$ cat src/design/rsp_pkg.sv
// ----------------------------------------------------------------------------
// Radial sine pattern package
// Shared constants, register indexes and the sine table entry function for
// the radial sine pattern generator.
// ----------------------------------------------------------------------------
`default_nettype none

package rsp_pkg;

  // Default structural parameters.
  localparam int DEF_COORD_BITS      = 11;
  localparam int DEF_SINE_INDEX_BITS = 10;

  // Fixed field widths.
  localparam int PHASE_BITS     = 16;
  localparam int FREQ_BITS      = 24;
  localparam int COLOR_BITS     = 8;
  localparam int CFG_INDEX_BITS = 3;
  localparam int CFG_DATA_BITS  = 24;

  // Distance is unsigned with four fraction bits.
  localparam int DIST_FRAC_BITS = 4;

  // The distance times frequency product is shifted right by this much.
  localparam int ANGLE_SHIFT = 12;

  // Register indexes on the configuration port.
  localparam logic [CFG_INDEX_BITS-1:0] REG_CENTER_COL = 3'd0;
  localparam logic [CFG_INDEX_BITS-1:0] REG_CENTER_ROW = 3'd1;
  localparam logic [CFG_INDEX_BITS-1:0] REG_FREQ_RED   = 3'd2;
  localparam logic [CFG_INDEX_BITS-1:0] REG_FREQ_GREEN = 3'd3;
  localparam logic [CFG_INDEX_BITS-1:0] REG_FREQ_BLUE  = 3'd4;

  // Register reset values.
  localparam int RST_CENTER_COL = 400;
  localparam int RST_CENTER_ROW = 300;
  localparam logic [FREQ_BITS-1:0] RST_FREQ_RED   = 24'd133509;
  localparam logic [FREQ_BITS-1:0] RST_FREQ_GREEN = 24'd80105;
  localparam logic [FREQ_BITS-1:0] RST_FREQ_BLUE  = 24'd26702;

  // Fixed-point constants of the sine table, Q2.30.
  localparam logic [63:0] HALF_PI_Q30 = 64'd1686629713;
  localparam logic [63:0] ONE_Q30     = 64'd1073741824;

  // One table byte for quarter-wave position r (0 to a quarter turn).
  // The sine is a ninth-order odd Taylor series; neg_half selects the
  // lower half of the wave. Evaluated at elaboration only.
  function automatic logic [COLOR_BITS-1:0] sine_entry(input int sine_index_bits,
                                                       input logic neg_half,
                                                       input logic [63:0] r);
    logic [63:0] x;
    logic [63:0] t;
    logic [63:0] s;
    logic [63:0] v;
    x = (r * HALF_PI_Q30) >> (sine_index_bits - 2);
    t = x;
    s = x;
    t = (t * x) >> 30;
    t = ((t * x) >> 30) / 64'd6;
    s = (s >= t) ? s - t : 64'd0;
    t = (t * x) >> 30;
    t = ((t * x) >> 30) / 64'd20;
    s = s + t;
    t = (t * x) >> 30;
    t = ((t * x) >> 30) / 64'd42;
    s = (s >= t) ? s - t : 64'd0;
    t = (t * x) >> 30;
    t = ((t * x) >> 30) / 64'd72;
    s = s + t;
    if (s > ONE_Q30) begin
      s = ONE_Q30;
    end
    v = neg_half ? ONE_Q30 - s : ONE_Q30 + s;
    return COLOR_BITS'((v * 64'd255) >> 31);
  endfunction

endpackage

`default_nettype wire

$ cat src/design/rsp_dist.sv
// ----------------------------------------------------------------------------
// Radial sine pattern distance front end
// Three register stages: absolute offsets, squares, and the scaled sum of
// squares that feeds the square root pipeline.
// ----------------------------------------------------------------------------
`default_nettype none

module rsp_dist #(
  parameter int COORD_BITS = rsp_pkg::DEF_COORD_BITS,
  parameter int ROOT_BITS  = rsp_pkg::DEF_COORD_BITS + 1 + rsp_pkg::DIST_FRAC_BITS
) (
  input  wire logic                           clk,
  input  wire logic                           rst_n,
  input  wire logic                           in_vld,
  input  wire logic [COORD_BITS-1:0]          in_col,
  input  wire logic [COORD_BITS-1:0]          in_row,
  input  wire logic [rsp_pkg::PHASE_BITS-1:0] in_phase,
  input  wire logic [COORD_BITS-1:0]          center_col,
  input  wire logic [COORD_BITS-1:0]          center_row,
  output logic                                out_vld,
  output logic [2*ROOT_BITS-1:0]              out_rad,
  output logic [rsp_pkg::PHASE_BITS-1:0]      out_phase
);

  localparam int SqBits  = 2 * COORD_BITS;
  localparam int SumBits = SqBits + 1;
  localparam int RadBits = 2 * ROOT_BITS;

  logic                           vld1_r, vld2_r, vld3_r;
  logic [COORD_BITS-1:0]          dx_r, dy_r;
  logic [COORD_BITS-1:0]          dx_nxt, dy_nxt;
  logic [SqBits-1:0]              sqx_r, sqy_r;
  logic [SumBits-1:0]             sum_nxt;
  logic [RadBits-1:0]             rad_r;
  logic [rsp_pkg::PHASE_BITS-1:0] ph1_r, ph2_r, ph3_r;

  // Absolute offsets from the center.
  always_comb begin
    dx_nxt = (in_col >= center_col) ? in_col - center_col : center_col - in_col;
    dy_nxt = (in_row >= center_row) ? in_row - center_row : center_row - in_row;
  end

  // The sum of squares; it is scaled below so the root carries the fraction bits.
  assign sum_nxt = SumBits'(sqx_r) + SumBits'(sqy_r);

  // Valid bits travel with the data.
  always_ff @(posedge clk) begin
    if (!rst_n) begin
      vld1_r <= 1'b0;
      vld2_r <= 1'b0;
      vld3_r <= 1'b0;
    end else begin
      vld1_r <= in_vld;
      vld2_r <= vld1_r;
      vld3_r <= vld2_r;
    end
  end

  // Payload stages.
  always_ff @(posedge clk) begin
    dx_r  <= dx_nxt;
    dy_r  <= dy_nxt;
    ph1_r <= in_phase;
    sqx_r <= SqBits'(dx_r) * SqBits'(dx_r);
    sqy_r <= SqBits'(dy_r) * SqBits'(dy_r);
    ph2_r <= ph1_r;
    rad_r <= RadBits'({sum_nxt, {(2 * rsp_pkg::DIST_FRAC_BITS){1'b0}}});
    ph3_r <= ph2_r;
  end

  assign out_vld   = vld3_r;
  assign out_rad   = rad_r;
  assign out_phase = ph3_r;

endmodule

`default_nettype wire

$ cat src/design/rsp_isqrt.sv
// ----------------------------------------------------------------------------
// Radial sine pattern square root pipeline
// Restoring integer square root, one root bit per register stage, with a
// tag word carried alongside.
// ----------------------------------------------------------------------------
`default_nettype none

module rsp_isqrt #(
  parameter int ROOT_BITS = rsp_pkg::DEF_COORD_BITS + 1 + rsp_pkg::DIST_FRAC_BITS,
  parameter int TAG_BITS  = rsp_pkg::PHASE_BITS
) (
  input  wire logic                   clk,
  input  wire logic                   rst_n,
  input  wire logic                   in_vld,
  input  wire logic [2*ROOT_BITS-1:0] in_rad,
  input  wire logic [TAG_BITS-1:0]    in_tag,
  output logic                        out_vld,
  output logic [ROOT_BITS-1:0]        out_root,
  output logic [TAG_BITS-1:0]         out_tag
);

  localparam int RadBits = 2 * ROOT_BITS;
  localparam int RemBits = ROOT_BITS + 2;

  logic                 vld_r  [ROOT_BITS];
  logic [RemBits-1:0]   rem_r  [ROOT_BITS];
  logic [ROOT_BITS-1:0] root_r [ROOT_BITS];
  logic [RadBits-1:0]   rad_r  [ROOT_BITS];
  logic [TAG_BITS-1:0]  tag_r  [ROOT_BITS];

  for (genvar i = 0; i < ROOT_BITS; i++) begin : g_stage
    logic                 vld_in;
    logic [RemBits-1:0]   rem_in;
    logic [ROOT_BITS-1:0] root_in;
    logic [RadBits-1:0]   rad_in;
    logic [TAG_BITS-1:0]  tag_in;
    logic [RemBits-1:0]   rem_sh;
    logic [RemBits-1:0]   trial;
    logic                 fits;
    logic [RemBits-1:0]   rem_nxt;
    logic [ROOT_BITS-1:0] root_nxt;

    if (i == 0) begin : g_first
      assign vld_in  = in_vld;
      assign rem_in  = '0;
      assign root_in = '0;
      assign rad_in  = in_rad;
      assign tag_in  = in_tag;
    end else begin : g_next
      assign vld_in  = vld_r[i-1];
      assign rem_in  = rem_r[i-1];
      assign root_in = root_r[i-1];
      assign rad_in  = rad_r[i-1];
      assign tag_in  = tag_r[i-1];
    end

    // Bring down the next radicand bit pair and try the next root bit.
    always_comb begin
      rem_sh   = {rem_in[ROOT_BITS-1:0], rad_in[RadBits-1 -: 2]};
      trial    = {root_in, 2'b01};
      fits     = (rem_sh >= trial);
      rem_nxt  = fits ? rem_sh - trial : rem_sh;
      root_nxt = {root_in[ROOT_BITS-2:0], fits};
    end

    always_ff @(posedge clk) begin
      if (!rst_n) begin
        vld_r[i] <= 1'b0;
      end else begin
        vld_r[i] <= vld_in;
      end
    end

    always_ff @(posedge clk) begin
      rem_r[i]  <= rem_nxt;
      root_r[i] <= root_nxt;
      rad_r[i]  <= {rad_in[RadBits-3:0], 2'b00};
      tag_r[i]  <= tag_in;
    end
  end

  assign out_vld  = vld_r[ROOT_BITS-1];
  assign out_root = root_r[ROOT_BITS-1];
  assign out_tag  = tag_r[ROOT_BITS-1];

endmodule

`default_nettype wire

$ cat src/design/rsp_channel.sv
// ----------------------------------------------------------------------------
// Radial sine pattern color channel
// Two register stages: distance times frequency, then phase add and
// quarter-wave sine table lookup into one color byte.
// ----------------------------------------------------------------------------
`default_nettype none

module rsp_channel #(
  parameter int ROOT_BITS       = rsp_pkg::DEF_COORD_BITS + 1 + rsp_pkg::DIST_FRAC_BITS,
  parameter int SINE_INDEX_BITS = rsp_pkg::DEF_SINE_INDEX_BITS
) (
  input  wire logic                                  clk,
  input  wire logic [ROOT_BITS-1:0]                  radius,
  input  wire logic [rsp_pkg::PHASE_BITS-1:0]        phase,
  input  wire logic signed [rsp_pkg::FREQ_BITS-1:0]  freq,
  output logic [rsp_pkg::COLOR_BITS-1:0]             color
);

  localparam int ProdBits = ROOT_BITS + 1 + rsp_pkg::FREQ_BITS;
  localparam int Quarter  = 2 ** (SINE_INDEX_BITS - 2);
  localparam int IdxBits  = SINE_INDEX_BITS - 1;
  localparam int PhBits   = rsp_pkg::PHASE_BITS;

  logic signed [ProdBits-1:0]     prod_nxt;
  logic signed [ProdBits-1:0]     prod_r;
  logic [PhBits-1:0]              phase_r;
  logic [PhBits-1:0]              angle;
  logic [SINE_INDEX_BITS-1:0]     sidx;
  logic [1:0]                     quad;
  logic [SINE_INDEX_BITS-3:0]     rpos;
  logic [IdxBits-1:0]             tidx;
  logic [rsp_pkg::COLOR_BITS-1:0] color_nxt;
  logic [rsp_pkg::COLOR_BITS-1:0] color_r;
  logic [rsp_pkg::COLOR_BITS-1:0] rom_pos [Quarter+1];
  logic [rsp_pkg::COLOR_BITS-1:0] rom_neg [Quarter+1];

  // Quarter-wave tables for the upper and lower halves of the wave.
  for (genvar j = 0; j <= Quarter; j++) begin : g_rom
    assign rom_pos[j] = rsp_pkg::sine_entry(SINE_INDEX_BITS, 1'b0, 64'(j));
    assign rom_neg[j] = rsp_pkg::sine_entry(SINE_INDEX_BITS, 1'b1, 64'(j));
  end

  // Signed product of the unsigned distance and the frequency.
  assign prod_nxt = $signed({1'b0, radius}) * freq;

  // Angle in units of 1/65536 turn, then quadrant and mirrored position.
  always_comb begin
    angle = prod_r[rsp_pkg::ANGLE_SHIFT +: PhBits] + phase_r;
    sidx  = angle[PhBits-1 -: SINE_INDEX_BITS];
    quad  = sidx[SINE_INDEX_BITS-1 -: 2];
    rpos  = sidx[SINE_INDEX_BITS-3:0];
    tidx  = quad[0] ? IdxBits'(Quarter) - {1'b0, rpos} : {1'b0, rpos};
    color_nxt = quad[1] ? rom_neg[tidx] : rom_pos[tidx];
  end

  always_ff @(posedge clk) begin
    prod_r  <= prod_nxt;
    phase_r <= phase;
    color_r <= color_nxt;
  end

  assign color = color_r;

endmodule

`default_nettype wire

$ cat src/design/radial_sine_pattern_generator.sv
// ----------------------------------------------------------------------------
// Radial sine pattern generator
// One RGB pixel of a radial sine ripple per word, from pixel coordinates
// and a frame phase, around a configurable center.
// ----------------------------------------------------------------------------
//
//   Channel  Ports                                Handshake
//   input    in_col, in_row, in_phase             start high, busy low
//   result   out_pixel_color                      out_strobe, one cycle
//   config   cfg_index, cfg_data                  cfg_we, no wait
//
// A new word is taken in every cycle; busy is always low.
// The pipeline has three distance stages, one square root stage per root
// bit, and two stages per channel. Reset clears the valid bits of the
// pipeline and loads the register defaults. The receiver cannot stall, so
// nothing ever waits in the pipeline.
// ----------------------------------------------------------------------------
`default_nettype none

module radial_sine_pattern_generator #(
  parameter int COORD_BITS      = rsp_pkg::DEF_COORD_BITS,
  parameter int SINE_INDEX_BITS = rsp_pkg::DEF_SINE_INDEX_BITS
) (
  input  wire logic                                clk,
  input  wire logic                                rst_n,
  input  wire logic                                start,
  output logic                                     busy,
  input  wire logic [COORD_BITS-1:0]               in_col,
  input  wire logic [COORD_BITS-1:0]               in_row,
  input  wire logic [rsp_pkg::PHASE_BITS-1:0]      in_phase,
  output logic                                     out_strobe,
  output logic [3*rsp_pkg::COLOR_BITS-1:0]         out_pixel_color,
  input  wire logic                                cfg_we,
  input  wire logic [rsp_pkg::CFG_INDEX_BITS-1:0]  cfg_index,
  input  wire logic [rsp_pkg::CFG_DATA_BITS-1:0]   cfg_data
);

  localparam int RootBits = COORD_BITS + 1 + rsp_pkg::DIST_FRAC_BITS;
  localparam int Latency  = RootBits + 5;
  localparam int FreqBits = rsp_pkg::FREQ_BITS;

  logic [COORD_BITS-1:0]          center_col_r, center_row_r;
  logic [FreqBits-1:0]            freq_red_r, freq_green_r, freq_blue_r;
  logic                           accept;
  logic                           rad_vld;
  logic [2*RootBits-1:0]          rad;
  logic [rsp_pkg::PHASE_BITS-1:0] rad_phase;
  logic                           sq_vld;
  logic [RootBits-1:0]            radius;
  logic [rsp_pkg::PHASE_BITS-1:0] sq_phase;
  logic [1:0]                     ch_vld_r;
  logic [rsp_pkg::COLOR_BITS-1:0] red, green, blue;

  // The pipeline never holds off a word.
  assign busy   = 1'b0;
  assign accept = start && !busy;

  // Configuration registers.
  always_ff @(posedge clk) begin
    if (!rst_n) begin
      center_col_r <= COORD_BITS'(rsp_pkg::RST_CENTER_COL);
      center_row_r <= COORD_BITS'(rsp_pkg::RST_CENTER_ROW);
      freq_red_r   <= rsp_pkg::RST_FREQ_RED;
      freq_green_r <= rsp_pkg::RST_FREQ_GREEN;
      freq_blue_r  <= rsp_pkg::RST_FREQ_BLUE;
    end else if (cfg_we) begin
      unique case (cfg_index)
        rsp_pkg::REG_CENTER_COL: center_col_r <= cfg_data[COORD_BITS-1:0];
        rsp_pkg::REG_CENTER_ROW: center_row_r <= cfg_data[COORD_BITS-1:0];
        rsp_pkg::REG_FREQ_RED:   freq_red_r   <= cfg_data[FreqBits-1:0];
        rsp_pkg::REG_FREQ_GREEN: freq_green_r <= cfg_data[FreqBits-1:0];
        rsp_pkg::REG_FREQ_BLUE:  freq_blue_r  <= cfg_data[FreqBits-1:0];
        default: ;
      endcase
    end
  end

  // Offsets, squares and the scaled radicand.
  rsp_dist #(
    .COORD_BITS (COORD_BITS),
    .ROOT_BITS  (RootBits)
  ) u_dist (
    .clk        (clk),
    .rst_n      (rst_n),
    .in_vld     (accept),
    .in_col     (in_col),
    .in_row     (in_row),
    .in_phase   (in_phase),
    .center_col (center_col_r),
    .center_row (center_row_r),
    .out_vld    (rad_vld),
    .out_rad    (rad),
    .out_phase  (rad_phase)
  );

  // Distance in Q.4 through the square root pipeline.
  rsp_isqrt #(
    .ROOT_BITS (RootBits),
    .TAG_BITS  (rsp_pkg::PHASE_BITS)
  ) u_isqrt (
    .clk      (clk),
    .rst_n    (rst_n),
    .in_vld   (rad_vld),
    .in_rad   (rad),
    .in_tag   (rad_phase),
    .out_vld  (sq_vld),
    .out_root (radius),
    .out_tag  (sq_phase)
  );

  // One channel each for red, green and blue.
  rsp_channel #(
    .ROOT_BITS       (RootBits),
    .SINE_INDEX_BITS (SINE_INDEX_BITS)
  ) u_red (
    .clk    (clk),
    .radius (radius),
    .phase  (sq_phase),
    .freq   ($signed(freq_red_r)),
    .color  (red)
  );

  rsp_channel #(
    .ROOT_BITS       (RootBits),
    .SINE_INDEX_BITS (SINE_INDEX_BITS)
  ) u_green (
    .clk    (clk),
    .radius (radius),
    .phase  (sq_phase),
    .freq   ($signed(freq_green_r)),
    .color  (green)
  );

  rsp_channel #(
    .ROOT_BITS       (RootBits),
    .SINE_INDEX_BITS (SINE_INDEX_BITS)
  ) u_blue (
    .clk    (clk),
    .radius (radius),
    .phase  (sq_phase),
    .freq   ($signed(freq_blue_r)),
    .color  (blue)
  );

  // Valid bits that follow the two channel stages.
  always_ff @(posedge clk) begin
    if (!rst_n) begin
      ch_vld_r <= 2'b00;
    end else begin
      ch_vld_r <= {ch_vld_r[0], sq_vld};
    end
  end

  assign out_strobe      = ch_vld_r[1];
  assign out_pixel_color = {red, green, blue};

  // A strobe always comes from a word that left the square root stage.
  a_strobe_has_source: assert property (@(posedge clk) disable iff (!rst_n)
    out_strobe |-> $past(sq_vld, 2))
    else $error("result strobe without a matching word in the pipeline");

  // Every accepted word gives its result after the fixed latency.
  a_fixed_latency: assert property (@(posedge clk) disable iff (!rst_n)
    accept |-> ##(Latency) out_strobe)
    else $error("accepted word did not produce a result on time");

  // Reset empties the pipeline.
  a_reset_clears: assert property (@(posedge clk)
    !rst_n |=> !out_strobe)
    else $error("result strobe right after reset");

endmodule

`default_nettype wire
$ cat config.mk
export PLATFORM = sky130hd
export DESIGN_NAME = radial_sine_pattern_generator
export DESIGN_NICKNAME = d
export VERILOG_FILES = /design/src/design/rsp_pkg.sv /design/src/design/rsp_dist.sv /design/src/design/rsp_isqrt.sv /design/src/design/rsp_channel.sv /design/src/design/radial_sine_pattern_generator.sv
export SDC_FILE = /design/constraint.sdc
export NUM_CORES = 2
export LEC_CHECK = 0
export ABC_AREA = 1
export BUFFER_PORTS_ARGS = -buffer_cell sky130_fd_sc_hd__buf_2
export CAP_MARGIN = 30
export CORE_ASPECT_RATIO = 0.6
export CORE_MARGIN = 3
export CORE_UTILIZATION = 45
export CTS_BUF_LIST = sky130_fd_sc_hd__clkbuf_4 sky130_fd_sc_hd__clkbuf_8
export DETAILED_ROUTE_END_ITERATION = 16
export PLACE_DENSITY_LB_ADDON = 0.05
export SETUP_SLACK_MARGIN = 0.02
export SLEW_MARGIN = 20
export SYNTH_ARGS = -nofsm -noshare
export SYNTH_HDL_FRONTEND = slang
export SYNTH_SLANG_ARGS = --single-unit
$ cat constraint.sdc
create_clock -name clk -period 5.9 [get_ports clk]
set_input_delay 0.295 -clock clk [delete_from_list [all_inputs] [get_ports clk]]
set_output_delay 0.295 -clock clk [all_outputs]
set_load 0.01 [all_outputs]
Word-level counts from Yosys, hierarchy flattened
Memories as Yosys holds them, arrays and structs flattened. A register that Yosys moved wholly into a read port is not among the register bits.
Cells that the tools add are included.
Widths: inputs -> output; s select.
- bits in registers: 344
- RAM bits: 1296
- ROM bits: 24576
- input bits: 69
- output and inout port bits: 26
- word-level logic and storage cells: 171
- memories kept: 11
- $add $sub $neg: 27
- multipliers: 5
- magnitude comparators: 21
- equality and inequality tests: 4
- muxes and demuxes: 54
- bitwise logic cells: 19
- reductions and logical operators: 7
- memories (memory ; depth ; width ; read ports ; clocked after memory_dff ; write ports ; RTL line ; source):
    (name not given) ; 512 ; 8 ; 1 ; 0 ; 0 ; rsp_channel.sv:53 ; color_nxt = quad[1] ? rom_neg[tidx] : rom_pos[tidx];
    (name not given) ; 512 ; 8 ; 1 ; 0 ; 0 ; rsp_channel.sv:53 ;
    (name not given) ; 512 ; 8 ; 1 ; 0 ; 0 ; rsp_channel.sv:53 ;
    (name not given) ; 512 ; 8 ; 1 ; 0 ; 0 ; rsp_channel.sv:53 ;
    (name not given) ; 512 ; 8 ; 1 ; 0 ; 0 ; rsp_channel.sv:53 ;
    (name not given) ; 512 ; 8 ; 1 ; 0 ; 0 ; rsp_channel.sv:53 ;
    5 more memories ; -- ; -- ; -- ; -- ; -- ; -- ;
- operators with widths (cell ; count):
    $mux 18 ; 16
    $ge 18x18->1 ; 15
    $sub 18x18->18 ; 15
    $mux 8 ; 15
    $mul 17x24->28 ; 3
    $add 16x16->16 ; 3
    $mul 11x11->22 ; 2
    $sub 11x11->11 ; 4
    $ge 10x10->1 const B ; 3
    $not 9->10 ; 3
    $mux 9 ; 3
    $sub 9x8->9 const A ; 3
    $add 22x22->23 ; 1
    $ge 11x11->1 ; 2
    $mux 11 ; 2
    $mux 1 ; 18
    $or 1x1->1 ; 16
    $reduce_and 2->1 ; 5
    $eq 3x2->1 const B ; 2
    $eq 3x1->1 const B ; 1
    $eq 3x3->1 const B ; 1
    $logic_not 3->1 ; 1
    $sub 1x1->2 const B ; 1
    $ge 1x1->1 const B ; 1
    $logic_not 1->1 ; 1

Logic depth before layout (Yosys ltp)
- depth after elaboration: 8
- depth in mapped cells: 31
- depth with buffers taken out: 31

Modules after synthesis
A second synthesis with hierarchy kept.
- cell total of the unflattened synthesis: 11836
- area total of the unflattened synthesis: 89746.1 µm²
- by module, submodules not included (module ; instances ; cells each ; area each (µm²) ; seq. area each (µm²)):
    rsp_isqrt ; 1 ; 3584 ; 30929.7 ; 17456.7
    rsp_channel at u_red ; 1 ; 1956 ; 13877.1 ; 800.8
    rsp_channel at u_green ; 1 ; 1960 ; 13842.0 ; 800.8
    rsp_channel at u_blue ; 1 ; 1935 ; 13763.2 ; 800.8
    rsp_dist ; 1 ; 1874 ; 13614.3 ; 2762.6
    radial_sine_pattern_generator ; 1 ; 527 ; 3719.8 ; 1921.8

Worst setup path before layout
Ideal clock, no wire load.
- kind: reg2reg
- from: memory u_isqrt.root_r[1][120] (netlist name)
- to: register u_blue.prod_r[26]
- library setup time: 0.127 ns
- data arrival time: 5.588 ns
- data required time: 5.773 ns
- slack: 0.185 ns
- stages on the path, launching flop included: 24
- buffers on the path: 3
- clock period less this slack: 5.715 ns
- cell sequence: dfxtp_1 > clkbuf_1 > clkbuf_1 > buf_1 > nand2_1 > fa_1 > inv_1 > fa_1 > inv_1 > fa_1 > inv_1 > fa_1 > fa_1 > inv_1 > fa_1 > inv_1 > ha_1 > a21oi_1 > o21ai_0 > a21oi_1 > o21ai_0 > a21oi_1 > o221ai_1 > xor2_1
- RTL lines (element ; RTL line ; source):
    start, declared ; rsp_isqrt.sv:27 ; logic [ROOT_BITS-1:0] root_r [ROOT_BITS];
    end signal, assigned ; rsp_channel.sv:57 ; prod_r <= prod_nxt;
    end, declared ; rsp_channel.sv:25 ; logic signed [ProdBits-1:0] prod_r;

==> PnR_summary.wiki <==
{| class="wikitable"
! Metric !! Value
|-
| Number of enable-type register cells in the synthesized netlist || 0
|-
| Synth top area share || 0.272
|-
| Clock buffer count from CTS || 170
|-
| Clock Skew || 0.123 ns
|-
| Clock latency reported for the late side of the worst-skew pair || 0.91 ns
|-
| Count of endpoints failing hold in the final timing report || 0
|-
| Num Clock Sinks || 1077
|-
| Initial drt markers || 5093
|-
| Total core area || 0.174 mm^2
|-
| Total routing resource utilization after global routing || 0.246
|-
| CP Data Required Time || 6.64 ns
|-
| Category of the worst setup path launch point || register
|-
| Sum of net half-perimeters after detailed placement || 177000 um
|-
| Reg-to-reg endpoint || u_blue.prod_r[25]
|-
| Ratio of final minimum period to clock period || 0.965
|-
| ANT nets after route || 0
|-
| Critical path launch point || u_isqrt.root_r[1][120]
|-
| Average cell area after synthesis || 8.05 um^2
|-
| Mapped Area || 0.0794 mm^2
|-
| Overall routed net length || 222000 um
|-
| FFs w/ async S/R, synth || 0
|-
| Crit path time final || 5.69 ns
|-
| Count of cells along the worst hold path || 4
|-
| Pin count of the biggest net entering global routing || 65
|-
| Initial DRT Pass Iterations || 6
|-
| # fillers || 16981
|-
| Fin nets || 11701
|-
| Worst Setup Slack, final || 0.209 ns
|-
| Crit path arrival time || 6.43 ns
|-
| Layout cell share with drive strength beyond 1 || 0.0816
|-
| Register bit total from synthesis || 1077
|-
| Number of setup violations in the final report || 0
|-
| Global-route congestion overflow total || 0
|-
| Count of standard-cell rows || 118
|-
| Critical Setup Path Class || register to register
|-
| Starting density of the core || 0.456
|-
| Worst min-delay path category || primary input to register
|-
| Vias in the first global route || 62361
|-
| Area added between synthesis and finish || 11.4%
|-
| Number of cell instances on the worst register-to-register path || 20
|-
| Clock tree root driver cell || sky130_fd_sc_hd__clkbuf_8
|-
| Reg-to-reg setup timing slack || 0.21 ns
|-
| Top_reg_cell synth || sky130_fd_sc_hd__dfxtp_1
|-
| Count of maximum capacitance violations || 0
|-
| Initial antenna violation count || 14
|-
| Worst setup endpoint || u_blue.prod_r[25]
|-
| Wire length of the first global-routing pass || 356000 um
|-
| Final routed wire length divided by cell count || 17.6 um
|-
| Area taken by multi-input logic gates || 0.0483 mm^2
|-
| WHS || 0.170 ns
|-
| Part of the Yosys area used for sequential elements || 0.272
|-
| Status || finished clean
|-
| Register cell area after layout || 0.0216 mm^2
|-
| Clock transition at the register clock pins on the worst setup and hold paths after CTS || 0.07 ns
|-
| Measured slew at the worst slew-check pin || 0.946 ns
|-
| Count of vias placed by the detailed router || 61775
|-
| Worst reg2reg startpoint || u_isqrt.root_r[1][120]
|-
| Highest Clock Rate || 176 MHz
|-
| Cell types with the largest area share after synthesis || sky130_fd_sc_hd__dfxtp_1 (27%), sky130_fd_sc_hd__fa_1 (22%), sky130_fd_sc_hd__nand2_1 (11%), sky130_fd_sc_hd__inv_1 (10%), sky130_fd_sc_hd__ha_1 (10%)
|-
| Routability congestion estimate from global placement || 0.925
|-
| CTS tree || built
|-
| Yosys synthesis warning count || 0
|-
| Cell type with the highest aggregate area in the netlist || sky130_fd_sc_hd__dfxtp_1
|-
| Width of the chip || 548 um
|-
| Die outline area || 0.182 mm^2
|-
| Non-Filler Cell Area, Final || 0.0884 mm^2
|-
| Cell area after placement || 0.0835 mm^2
|-
| Tightest slew margin relative to the limit || 0.368
|-
| Count of input and output buffers || 93
|-
| Residual DRC || 0
|-
| Number of top-level design ports || 95
|-
| Avg Vias per Cell || 4.91
|-
| Count of cell types in the netlist || 76
|-
| Level count of the clock H-tree || 4
|-
| Maximum root-to-sink buffer count || 4
|-
| Final max-slew violation count || 0
|-
| Nature of the critical path endpoint || register
|-
| Unrepaired setup endpoints after global routing || yes
|-
| Worst Setup Slack post-DPL || 0.0513 ns
|-
| Die height || 331 um
|-
| Maximum fanout encountered on the critical timing path || 11
|-
| Synthesized instance count || 9858
|}
==> final cells by class <==
type                            count  area share
Clock inverter                     45     0.00539
Multi-Input combinational cell   6267       0.546
Sequential cell                  1077       0.244
Timing Repair Buffer              439      0.0426
Inverter                         2169      0.0921
Clock buffer                      252      0.0365
Antenna cell                        4    0.000113
Tap cell                         2340      0.0331
==> worst min-delay path by stage <==
stage / start / endpoint / slack (ns)
after global routing: in_row[9] / u_dist.dy_r[9] / 0.12
after CTS: in_row[9] / u_dist.dy_r[9] / 0.04
after detailed placement: u_dist.out_rad[22] / u_isqrt.rad_r[0][22] / 0.31
after floorplan: u_isqrt.tag_r[15][0] / u_blue.phase_r[0] / 0.31
after global placement: u_isqrt.tag_r[3][2] / u_isqrt.tag_r[4][2] / 0.31
final: in_row[9] / u_dist.dy_r[9] / 0.17
==> timing repair <==
action                                  4_1_cts  5_1_grt
cloned                                        0        1
pin swaps                                     0        7
hold endpoints to repair                    132        0
setup buffers                                 0        7
gates resized for setup                       2       76
endpoints found under the setup margin        3       37
hold buffers                                 90        0
==> cell usage in the layout (no fill, tap or decap), types with 24 or more instances in the layout <==
cell / count
sky130_fd_sc_hd__buf_2: 92
sky130_fd_sc_hd__nor3_1: 47
sky130_fd_sc_hd__clkinv_2: 24
sky130_fd_sc_hd__inv_1: 2152
sky130_fd_sc_hd__nor2_1: 470
sky130_fd_sc_hd__nand3_1: 447
sky130_fd_sc_hd__a21oi_1: 398
sky130_fd_sc_hd__nand2_1: 2289
sky130_fd_sc_hd__fa_1: 871
sky130_fd_sc_hd__buf_4: 215
sky130_fd_sc_hd__o211ai_1: 44
sky130_fd_sc_hd__buf_12: 32
sky130_fd_sc_hd__dlygate4sd3_1: 90
sky130_fd_sc_hd__dfxtp_1: 1036
sky130_fd_sc_hd__nand2_2: 38
sky130_fd_sc_hd__o21ai_0: 310
sky130_fd_sc_hd__dfxtp_2: 37
sky130_fd_sc_hd__xnor2_1: 157
sky130_fd_sc_hd__o21ai_1: 35
sky130_fd_sc_hd__xor2_1: 216
sky130_fd_sc_hd__o21bai_1: 24
sky130_fd_sc_hd__clkbuf_4: 38
sky130_fd_sc_hd__nand4_1: 44
sky130_fd_sc_hd__ha_1: 635
sky130_fd_sc_hd__clkbuf_8: 214
==> critical path: stages (launching register included) <==
cell                      delay [ns]
sky130_fd_sc_hd__dfxtp_4        0.44
sky130_fd_sc_hd__buf_6          0.19
sky130_fd_sc_hd__buf_12         0.14
sky130_fd_sc_hd__nand2_1        0.08
sky130_fd_sc_hd__fa_1           0.54
sky130_fd_sc_hd__inv_1          0.06
sky130_fd_sc_hd__fa_1           0.48
sky130_fd_sc_hd__fa_1           0.58
sky130_fd_sc_hd__fa_1           0.46
sky130_fd_sc_hd__fa_1           0.50
sky130_fd_sc_hd__inv_1          0.05
sky130_fd_sc_hd__fa_1           0.48
sky130_fd_sc_hd__inv_1          0.05
sky130_fd_sc_hd__ha_1           0.31
sky130_fd_sc_hd__a21oi_1        0.32
sky130_fd_sc_hd__buf_4          0.17
sky130_fd_sc_hd__o21ai_0        0.07
sky130_fd_sc_hd__a21oi_1        0.16
sky130_fd_sc_hd__nand3_2        0.14
sky130_fd_sc_hd__a21oi_1        0.18
sky130_fd_sc_hd__xnor2_1        0.14
==> cell usage after synthesis (28+ instances only) <==
library cell and instances:
sky130_fd_sc_hd__o21ai_1 28, sky130_fd_sc_hd__nand2_1 2292, sky130_fd_sc_hd__nand4_1 44, sky130_fd_sc_hd__fa_1 873, sky130_fd_sc_hd__o211ai_1 44, sky130_fd_sc_hd__o21ai_0 320, sky130_fd_sc_hd__buf_1 36, sky130_fd_sc_hd__nor3_1 50
sky130_fd_sc_hd__clkbuf_1 243, sky130_fd_sc_hd__a21oi_1 409, sky130_fd_sc_hd__dfxtp_1 1077, sky130_fd_sc_hd__ha_1 635, sky130_fd_sc_hd__nand3_1 449, sky130_fd_sc_hd__xnor2_1 157, sky130_fd_sc_hd__inv_1 2152, sky130_fd_sc_hd__nand2_2 35
sky130_fd_sc_hd__xor2_1 218, sky130_fd_sc_hd__buf_2 33, sky130_fd_sc_hd__nor2_1 473
==> cell families (layout without fill, tap and decap cells) <==
group | after synthesis | count (layout) | synth area share
flip-flops | 1077 | 1077 | 0.272
other | 1 | 8 | 0.0000473
XOR/XNOR | 377 | 377 | 0.0419
buffers and inverters | 2517 | 2905 | 0.122
adder cells (fa/ha/maj) | 1508 | 1508 | 0.320
multiplexers | 12 | 12 | 0.00158
AND/OR/NAND/NOR | 3431 | 3431 | 0.177
AO/OA/AOI/OAI | 935 | 935 | 0.0654
==> metal layers <==
metal  up-vias  GRT usage  share of wire
met2      1741      0.341           0.39
met1     29582      0.394           0.52
met5         -          0        0.00027
met3       239     0.0468          0.075
met4         8     0.0443          0.016
li1      30205          -              -
==> registers in the layout, indices dropped and copies added, names as in the netlist, 11 cells and up <==
signal,count
u_isqrt.rem_r,215
u_green.prod_r,16
u_blue.phase_r,16
center_col_r,11
center_row_r,11
u_dist.ph2_r,16
u_isqrt.vld_r,16
freq_red_r,24
freq_green_r,24
u_dist.dx_r,11
u_dist.out_phase,16
u_dist.dy_r,11
u_dist.sqy_r,21
u_blue.prod_r,16
u_dist.sqx_r,21
u_isqrt.root_r,136
freq_blue_r,24
u_dist.out_rad,23
u_dist.ph1_r,16
u_isqrt.tag_r,256
u_isqrt.rad_r,132
u_red.prod_r,16
==> per-stage QoR <==
step	instances	TNS (ns)	utilization
final	12593	0	0.509
after global routing	12591	-0.0301	0.509
after CTS	12579	0	0.507
after detailed placement	12192	0	0.480
after global placement	12189	0	0.480
after floorplan	9861	0	-
Power is left out: the tool's default activity adds up to more than one toggle a clock period on the data nets, which glitch-free logic cannot reach.
